===== src/rhcs_pkg.sv =====
// Shared types, constants and helper functions for the RGB hue color segmenter.
// Used by rhcs_front, rhcs_div_cell, rhcs_back and rgb_hue_color_segmenter.
package rhcs_pkg;

    localparam int DivSteps = 7;   // quotient bits of 255*min/sum, which never exceeds 85

    localparam logic [7:0] HueNone      = 8'd255;
    localparam logic [7:0] HueBaseRed   = 8'd42;
    localparam logic [7:0] HueBaseGreen = 8'd126;
    localparam logic [7:0] HueBaseBlue  = 8'd210;
    localparam logic [7:0] HueStep      = 8'd42;
    localparam logic [7:0] WhiteSatMax  = 8'd50;
    localparam logic [7:0] SatFull      = 8'd255;
    localparam logic [DivSteps-1:0] QuoMax = DivSteps'(85);

    // floor(sum/3) == (sum * 683) >> 11 for every sum up to 765
    localparam logic [9:0] RecipThird = 10'd683;
    localparam int         RecipShift = 11;

    // configuration register indexes
    localparam logic [3:0] CfgRedHueMax   = 4'd0;
    localparam logic [3:0] CfgRedSatMin   = 4'd1;
    localparam logic [3:0] CfgRedIntMin   = 4'd2;
    localparam logic [3:0] CfgBlueIntLow  = 4'd3;
    localparam logic [3:0] CfgBlueIntHigh = 4'd4;
    localparam logic [3:0] CfgBlueHueLow  = 4'd5;
    localparam logic [3:0] CfgBlueHueHigh = 4'd6;
    localparam logic [3:0] CfgWhiteIntMin = 4'd7;

    typedef struct packed {
        logic [7:0] red_hue_max;
        logic [7:0] red_sat_min;
        logic [7:0] red_int_min;
        logic [7:0] blue_int_low;
        logic [7:0] blue_int_high;
        logic [7:0] blue_hue_low;
        logic [7:0] blue_hue_high;
        logic [7:0] white_int_min;
    } t_cfg;

    localparam t_cfg CfgReset = '{
        red_hue_max:   8'd45,
        red_sat_min:   8'd50,
        red_int_min:   8'd25,
        blue_int_low:  8'd35,
        blue_int_high: 8'd75,
        blue_hue_low:  8'd180,
        blue_hue_high: 8'd250,
        white_int_min: 8'd130
    };

    // word handed from cell to cell along the divider chain
    typedef struct packed {
        logic [7:0]          hue;
        logic [7:0]          inten;
        logic                black;
        logic [9:0]          den;   // channel sum
        logic [9:0]          rem;   // partial remainder, below den or zero for a black pixel
        logic [DivSteps-1:0] num;   // dividend bits still to bring down, MSB next
        logic [DivSteps-1:0] quo;   // quotient bits so far
    } t_pix_word;

    // base plus or minus one hue step when the difference equals +/- spread
    function automatic logic [7:0] hue_term(logic [7:0] base, logic [7:0] a,
                                            logic [7:0] c, logic [7:0] spread);
        logic [8:0] d_pos;
        logic [8:0] d_neg;
        d_pos = {1'b0, a} - {1'b0, c};
        d_neg = {1'b0, c} - {1'b0, a};
        if (d_pos == {1'b0, spread}) begin
            return base + HueStep;
        end else if (d_neg == {1'b0, spread}) begin
            return base - HueStep;
        end else begin
            return base;
        end
    endfunction

endpackage


===== src/rhcs_front.sv =====
// Front stage: channel max/min, hue code, intensity and divider operands.
// Depends on rhcs_pkg.
module rhcs_front (
    input  logic                 i_clk,
    input  logic                 i_rst_n,
    input  logic                 i_valid,
    output logic                 o_ready,
    input  logic [7:0]           i_red,
    input  logic [7:0]           i_green,
    input  logic [7:0]           i_blue,
    output logic                 o_valid,
    input  logic                 i_ready,
    output rhcs_pkg::t_pix_word  o_word
);

    logic                r_valid;
    rhcs_pkg::t_pix_word r_word;
    rhcs_pkg::t_pix_word n_word;

    logic [7:0]  mx;
    logic [7:0]  mn;
    logic [7:0]  spread;
    logic [9:0]  sum;
    logic [15:0] dividend;
    logic [19:0] third;

    always_comb begin
        mx = i_red;
        if (i_green > mx) mx = i_green;
        if (i_blue > mx) mx = i_blue;
        mn = i_red;
        if (i_green < mn) mn = i_green;
        if (i_blue < mn) mn = i_blue;
        spread   = mx - mn;
        sum      = {2'b00, i_red} + {2'b00, i_green} + {2'b00, i_blue};
        dividend = {mn, 8'h00} - {8'h00, mn};
        third    = {10'd0, sum} * {10'd0, rhcs_pkg::RecipThird};

        priority if ({spread, 1'b0} <= {1'b0, mx}) begin
            n_word.hue = rhcs_pkg::HueNone;
        end else if (i_red == mx) begin
            n_word.hue = rhcs_pkg::hue_term(rhcs_pkg::HueBaseRed, i_green, i_blue, spread);
        end else if (i_green == mx) begin
            n_word.hue = rhcs_pkg::hue_term(rhcs_pkg::HueBaseGreen, i_blue, i_red, spread);
        end else begin
            n_word.hue = rhcs_pkg::hue_term(rhcs_pkg::HueBaseBlue, i_red, i_green, spread);
        end

        n_word.inten = third[rhcs_pkg::RecipShift +: 8];
        n_word.black = (mx == 8'd0);
        n_word.den   = sum;
        n_word.rem   = {1'b0, dividend[15:rhcs_pkg::DivSteps]};
        n_word.num   = dividend[rhcs_pkg::DivSteps-1:0];
        n_word.quo   = '0;
    end

    assign o_ready = !r_valid || i_ready;

    always_ff @(posedge i_clk) begin
        if (!i_rst_n) begin
            r_valid <= 1'b0;
        end else if (o_ready) begin
            r_valid <= i_valid;
        end
    end

    always_ff @(posedge i_clk) begin
        if (o_ready && i_valid) begin
            r_word <= n_word;
        end
    end

    assign o_valid = r_valid;
    assign o_word  = r_word;

endmodule


===== src/rhcs_div_cell.sv =====
// One restoring-division cell: bring down a dividend bit, subtract if it fits.
// Depends on rhcs_pkg.
module rhcs_div_cell (
    input  logic                 i_clk,
    input  logic                 i_rst_n,
    input  logic                 i_valid,
    output logic                 o_ready,
    input  rhcs_pkg::t_pix_word  i_word,
    output logic                 o_valid,
    input  logic                 i_ready,
    output rhcs_pkg::t_pix_word  o_word
);

    logic                r_valid;
    rhcs_pkg::t_pix_word r_word;
    rhcs_pkg::t_pix_word n_word;
    logic [10:0]         trial;
    logic [10:0]         diff;
    logic                fits;

    always_comb begin
        trial  = {i_word.rem, i_word.num[rhcs_pkg::DivSteps-1]};
        diff   = trial - {1'b0, i_word.den};
        fits   = (trial >= {1'b0, i_word.den});
        n_word = i_word;
        // remainder stays below den, or zero for a black pixel, so ten bits hold it
        n_word.rem = fits ? diff[9:0] : trial[9:0];
        n_word.num = {i_word.num[rhcs_pkg::DivSteps-2:0], 1'b0};
        n_word.quo = {i_word.quo[rhcs_pkg::DivSteps-2:0], fits};
    end

    assign o_ready = !r_valid || i_ready;

    always_ff @(posedge i_clk) begin
        if (!i_rst_n) begin
            r_valid <= 1'b0;
        end else if (o_ready) begin
            r_valid <= i_valid;
        end
    end

    always_ff @(posedge i_clk) begin
        if (o_ready && i_valid) begin
            r_word <= n_word;
        end
    end

    assign o_valid = r_valid;
    assign o_word  = r_word;

endmodule


===== src/rhcs_back.sv =====
// Back stage: saturation from the quotient, threshold tests, output register.
// Depends on rhcs_pkg.
module rhcs_back (
    input  logic                 i_clk,
    input  logic                 i_rst_n,
    input  logic                 i_valid,
    output logic                 o_ready,
    input  rhcs_pkg::t_pix_word  i_word,
    input  rhcs_pkg::t_cfg       i_cfg,
    output logic                 o_valid,
    input  logic                 i_ready,
    output logic [7:0]           o_hue,
    output logic [7:0]           o_sat,
    output logic [7:0]           o_inten,
    output logic                 o_fg
);

    logic       r_valid;
    logic [7:0] r_hue;
    logic [7:0] r_sat;
    logic [7:0] r_inten;
    logic       r_fg;

    logic [7:0] n_sat;
    logic       n_fg;
    logic [7:0] quo3;
    logic       red_hit;
    logic       blue_hit;
    logic       white_hit;

    always_comb begin
        quo3  = {1'b0, i_word.quo} + {i_word.quo, 1'b0};
        n_sat = i_word.black ? 8'd0 : rhcs_pkg::SatFull - quo3;

        red_hit   = (i_word.hue <= i_cfg.red_hue_max) && (n_sat >= i_cfg.red_sat_min) &&
                    (i_word.inten > i_cfg.red_int_min);
        blue_hit  = (i_word.inten >= i_cfg.blue_int_low) &&
                    (i_word.inten <= i_cfg.blue_int_high) &&
                    (i_word.hue >= i_cfg.blue_hue_low) && (i_word.hue <= i_cfg.blue_hue_high);
        white_hit = (i_word.inten > i_cfg.white_int_min) && (n_sat <= rhcs_pkg::WhiteSatMax);
        n_fg      = red_hit || blue_hit || white_hit;
    end

    assign o_ready = !r_valid || i_ready;

    always_ff @(posedge i_clk) begin
        if (!i_rst_n) begin
            r_valid <= 1'b0;
        end else if (o_ready) begin
            r_valid <= i_valid;
        end
    end

    always_ff @(posedge i_clk) begin
        if (o_ready && i_valid) begin
            r_hue   <= i_word.hue;
            r_sat   <= n_sat;
            r_inten <= i_word.inten;
            r_fg    <= n_fg;
        end
    end

    assign o_valid = r_valid;
    assign o_hue   = r_hue;
    assign o_sat   = r_sat;
    assign o_inten = r_inten;
    assign o_fg    = r_fg;

endmodule


===== src/rgb_hue_color_segmenter.sv =====
// RGB hue color segmenter top level: front stage, divider cell chain, back stage.
// Stages: front, 7 divider cells, back, each ending in its own register.
// Throughput: one pixel per cycle unless the output stalls; every cell takes a new word each cycle it moves.
// The divider chain yields one quotient bit per cell.
// Reset (i_rst_n low, synchronous): all stage valids clear, thresholds load defaults.
// Depends on rhcs_pkg, rhcs_front, rhcs_div_cell, rhcs_back.
module rgb_hue_color_segmenter (
    input  logic        i_clk,
    input  logic        i_rst_n,
    // pixel input
    input  logic        i_s_tvalid,
    output logic        o_s_tready,
    input  logic [23:0] i_s_tdata,    // red [7:0], green [15:8], blue [23:16]
    // result output
    output logic        o_m_tvalid,
    input  logic        i_m_tready,
    output logic [23:0] o_m_tdata,    // hue [7:0], saturation [15:8], intensity [23:16]
    output logic        o_m_tuser,    // foreground [0]
    // threshold register writes
    input  logic        i_cfg_valid,
    output logic        o_cfg_ready,
    input  logic [3:0]  i_cfg_index,
    input  logic [7:0]  i_cfg_data
);

    localparam int Steps = rhcs_pkg::DivSteps;

    // ------------------------------------------------------------------
    // Threshold registers. Writes are always taken; unknown indexes drop.
    // ------------------------------------------------------------------
    rhcs_pkg::t_cfg r_cfg;

    assign o_cfg_ready = 1'b1;

    always_ff @(posedge i_clk) begin
        if (!i_rst_n) begin
            r_cfg <= rhcs_pkg::CfgReset;
        end else if (i_cfg_valid) begin
            unique case (i_cfg_index)
                rhcs_pkg::CfgRedHueMax:   r_cfg.red_hue_max   <= i_cfg_data;
                rhcs_pkg::CfgRedSatMin:   r_cfg.red_sat_min   <= i_cfg_data;
                rhcs_pkg::CfgRedIntMin:   r_cfg.red_int_min   <= i_cfg_data;
                rhcs_pkg::CfgBlueIntLow:  r_cfg.blue_int_low  <= i_cfg_data;
                rhcs_pkg::CfgBlueIntHigh: r_cfg.blue_int_high <= i_cfg_data;
                rhcs_pkg::CfgBlueHueLow:  r_cfg.blue_hue_low  <= i_cfg_data;
                rhcs_pkg::CfgBlueHueHigh: r_cfg.blue_hue_high <= i_cfg_data;
                rhcs_pkg::CfgWhiteIntMin: r_cfg.white_int_min <= i_cfg_data;
                default: ;
            endcase
        end
    end

    // ------------------------------------------------------------------
    // Pipeline links. Link 0 leaves the front stage, link k+1 leaves cell k.
    // Each stage takes a word when it is empty or its successor moves, so
    // bubbles collapse; while results wait, the input stays open until all fill.
    // ------------------------------------------------------------------
    logic                w_valid [0:Steps];
    logic                w_ready [0:Steps];
    rhcs_pkg::t_pix_word w_word  [0:Steps];

    rhcs_front u_front (
        .i_clk   (i_clk),
        .i_rst_n (i_rst_n),
        .i_valid (i_s_tvalid),
        .o_ready (o_s_tready),
        .i_red   (i_s_tdata[7:0]),
        .i_green (i_s_tdata[15:8]),
        .i_blue  (i_s_tdata[23:16]),
        .o_valid (w_valid[0]),
        .i_ready (w_ready[0]),
        .o_word  (w_word[0])
    );

    // divide 255*min by the channel sum, one quotient bit per cell
    for (genvar k = 0; k < Steps; k++) begin : g_cell
        rhcs_div_cell u_cell (
            .i_clk   (i_clk),
            .i_rst_n (i_rst_n),
            .i_valid (w_valid[k]),
            .o_ready (w_ready[k]),
            .i_word  (w_word[k]),
            .o_valid (w_valid[k+1]),
            .i_ready (w_ready[k+1]),
            .o_word  (w_word[k+1])
        );
    end

    logic [7:0] w_hue;
    logic [7:0] w_sat;
    logic [7:0] w_inten;
    logic       w_fg;

    rhcs_back u_back (
        .i_clk   (i_clk),
        .i_rst_n (i_rst_n),
        .i_valid (w_valid[Steps]),
        .o_ready (w_ready[Steps]),
        .i_word  (w_word[Steps]),
        .i_cfg   (r_cfg),
        .o_valid (o_m_tvalid),
        .i_ready (i_m_tready),
        .o_hue   (w_hue),
        .o_sat   (w_sat),
        .o_inten (w_inten),
        .o_fg    (w_fg)
    );

    assign o_m_tdata = {w_inten, w_sat, w_hue};
    assign o_m_tuser = w_fg;

    // ------------------------------------------------------------------
    // Assertions
    // ------------------------------------------------------------------

    // the input only closes when the pipeline is full behind a stalled output
    a_stall_source: assert property (@(posedge i_clk) disable iff (!i_rst_n)
        !o_s_tready |-> (o_m_tvalid && !i_m_tready))
        else $error("input stalled without output backpressure");

    // 255*min/sum never exceeds 85 for a non-black pixel
    a_quo_bound: assert property (@(posedge i_clk) disable iff (!i_rst_n)
        (w_valid[Steps] && !w_word[Steps].black) |-> (w_word[Steps].quo <= rhcs_pkg::QuoMax))
        else $error("divider quotient out of range");

    // a black pixel leaves with zero saturation and zero intensity
    a_black_out: assert property (@(posedge i_clk) disable iff (!i_rst_n)
        (w_valid[Steps] && w_ready[Steps] && w_word[Steps].black) |=>
        (o_m_tvalid && (o_m_tdata[15:8] == 8'd0) && (o_m_tdata[23:16] == 8'd0)))
        else $error("black pixel with nonzero saturation or intensity");

endmodule


===== config.mk =====
export PLATFORM = sky130hd
export DESIGN_NAME = rgb_hue_color_segmenter
export DESIGN_NICKNAME = d
export VERILOG_FILES = /design/src/rhcs_pkg.sv /design/src/rhcs_front.sv /design/src/rhcs_div_cell.sv /design/src/rhcs_back.sv /design/src/rgb_hue_color_segmenter.sv
export SDC_FILE = /design/constraint.sdc
export NUM_CORES = 1
export LEC_CHECK = 0
export BUFFER_PORTS_ARGS = -buffer_cell sky130_fd_sc_hd__buf_2
export CAP_MARGIN = 40
export CORE_ASPECT_RATIO = 1.1
export CORE_MARGIN = 3
export CORE_UTILIZATION = 55
export CTS_BUF_LIST = sky130_fd_sc_hd__clkbuf_4 sky130_fd_sc_hd__clkbuf_8
export DETAILED_ROUTE_END_ITERATION = 6
export PLACE_DENSITY = 0.7
export SLEW_MARGIN = 20
export SYNTH_ARGS = -nofsm -noshare
export SYNTH_HDL_FRONTEND = slang
export SYNTH_HIERARCHICAL = 1
export SYNTH_SLANG_ARGS = --single-unit

===== constraint.sdc =====
create_clock -name i_clk -period 10.8 [get_ports i_clk]
set_input_delay 2.16 -clock i_clk [delete_from_list [all_inputs] [get_ports i_clk]]
set_output_delay 2.16 -clock i_clk [all_outputs]
set_load 0.05 [all_outputs]

==> impl_metrics.ini <==
[status]
outcome = complete, no violations

[floorplan]
core_um2 = 45860
rows = 82
die_width_um = 212.0
die-area_um2 = 49320
start_util = 0.5599
io_pins = 69
die_h_um = 232.6

[sta]
hold_slack_ns = 0.4031
slew_headroom = 0.4423
fin_crit_sh = 0.8635
drv_slew = 0
worstMarginPinSlew_ns = 0.8235
rsz0062_at_grt = false
max_freq_ghz = 0.1072
setup_violations = 0
finalHoldViolCount = 0
fin_crit_ns = 9.326
fin_worst_skew_ns = 0.02013
fin_tns_setup_ns = 0

[critical_path]
crit_type = input port to flop
cpLargestDelayFamily = compound AO/OA/AOI/OAI gates
worstPathArrival_ns = 9.66
startpoint_type = input port
cp_slowest_stage_delay_ns = 0.61
critPathBufInv = 4
crit_path_start = i_s_tdata[7]
reg2reg_from = g_cell[6].u_cell/o_word[1]
cpMaxStageDelayCell = nor3_1
worst-r2r-setup-slack_ns = 7.58
cp.required_ns = 11.14
reg2reg_to = u_back/o_fg
crit_fanout = 21
crit_path_end_kind = flop
r2r_cells = 12

[synthesis]
syn_inst = 2161
syn_area_um2 = 25680
avgSynthCellArea_um2 = 11.88
syn_nets = 2531
yosysWarnings = 6

[hold_path]
holdPathEnd = g_cell[4].u_cell/o_word[34]
hold_start = g_cell[3].u_cell/o_word[34]
hold_class = flop to flop
min_delay_path_depth = 0

[global_route]
antenna_found_initial = 1
grt_max_degree = 90
first_global_vias = 16720
overflow = 0
gr-usage-all-layers = 0.2236
grt_pass1_wl_mm = 87.06

[place]
port_buffers = 67
gp_congestion = 0.9324
hpwl_mm = 42.53

[drt]
drt-total-wl_mm = 54.26
drt_iter0_drc = 812
wl_per_cell_um = 18.55
drc = 0
drt_first_pass_iters = 5
met2_length_mm = 28.10
vias = 16380
postRouteAntennaNets = 0
viasPerCell = 5.600
met3WireLength_mm = 1.964
wl_met1_mm = 23.03
routed.top_layer = met4

[clock_network]
cts_tree = built
cts_setup_buffers = 0
cts_buffer_depth = 3
clk_pin_slew_ns = 0.06
clkSinkCount = 427
cts_made_buffers = 67
cts-root-buf = clkbuf_8
clk_latency_ns = 0.59
cts_resized = 0
hold_buffers = 0
h-tree-depth = 3

[cells_and_area]
nets = 2655
syn_to_final_growth_pct = 9.751
drive_above_1_share = 0.1318

[pwr]
ir_drop_v = 0.0006746
power_density_nw_per_um2 = 225.8
total_leakage_power_nw = 11.99

[flow_run]
cap_violations = 0
state kept, by name, indices dropped and copies added (netlist names):
name,count
g_cell.u_cell/o_valid,7
g_cell.u_cell/o_word,288
r_cfg,64
u_back/o_fg,1
u_back/o_hue,8
u_back/o_inten,8
u_back/o_sat,8
u_back/o_valid,1
u_front/o_valid,1
u_front/o_word,41
cell type report:
class / instances / area [µm²]
inverter: 252 / 977.2
antenna: 1 / 2.502
clock buffer: 97 / 1179
multi-input combinational: 1451 / 12430
clock inverter: 23 / 168.9
tap: 588 / 735.7
sequential: 427 / 12090
fill: 3642 / 17680
timing repair buffer: 86 / 593.1
per-layer routing:
metal  up-vias  GRT usage
met4         0    0.06950
met1      7871     0.2778
met2       363     0.4064
met3        88    0.02670
met5         -          0
li1       8058          -
worst max-delay path by stage:
| stage | end | slack (ns) | cells past startpoint |
|---|---|---|---|
| 2_1_floorplan | u_front/o_word[42] | 2.23 | 24 |
| 3_3_place_gp | u_front/o_word[42] | 1.22 | 25 |
| 3_5_place_dp | u_front/o_word[44] | 1.08 | 29 |
| 4_1_cts | u_front/o_word[44] | 1.69 | 29 |
| 5_1_grt | u_front/o_word[44] | 1.08 | 29 |
| 6_report | u_front/o_word[44] | 1.47 | 29 |
cells in the final DEF, fill, tap and decap left out, drive strengths merged, types with 5 or more instances in the layout:
cell type    n
dfxtp       73
mux2i       77
o21a        23
clkbuf      97
clkinv      16
o211ai      17
inv        254
nand2      132
o21bai      19
xnor2       82
and2        15
buf         86
nand3b       8
a21o        46
a211oi      29
and3        10
nor4        20
nor2        69
nand2b      38
o31ai        7
a21boi      12
a2111oi      8
nand4       19
mux2        48
or2          6
o22ai       12
a221oi      22
fa          43
nand3       31
nor3        15
a31oi        5
nor2b       57
a21oi      128
ha         286
edfxtp     354
o31a         6
xor2        49
o21ai       68
report_power, final:
group | switching, mW | leakage (nW) | total, mW | internal (mW)
Clock | 0.595 | 0.714 | 1.35 | 0.753
Sequential | 0.0397 | 3.84 | 2.04 | 2.00
Combinational | 1.63 | 7.44 | 2.98 | 1.35
through the flow:
stage	utilization	std cells	setup WS (ns)	total power [mW]	cell area [µm²]
global route	0.6144	2925	1.077	6.956	28180
CTS	0.6138	2923	1.690	6.452	28150
finish	0.6144	2925	1.474	6.364	28180
global placement	0.5809	2794	1.218	5.006	26640
floorplan	-	2161	2.226	4.373	25680
detailed placement	0.5844	2803	1.082	5.070	26800
Power figures use the tool's default switching activity.
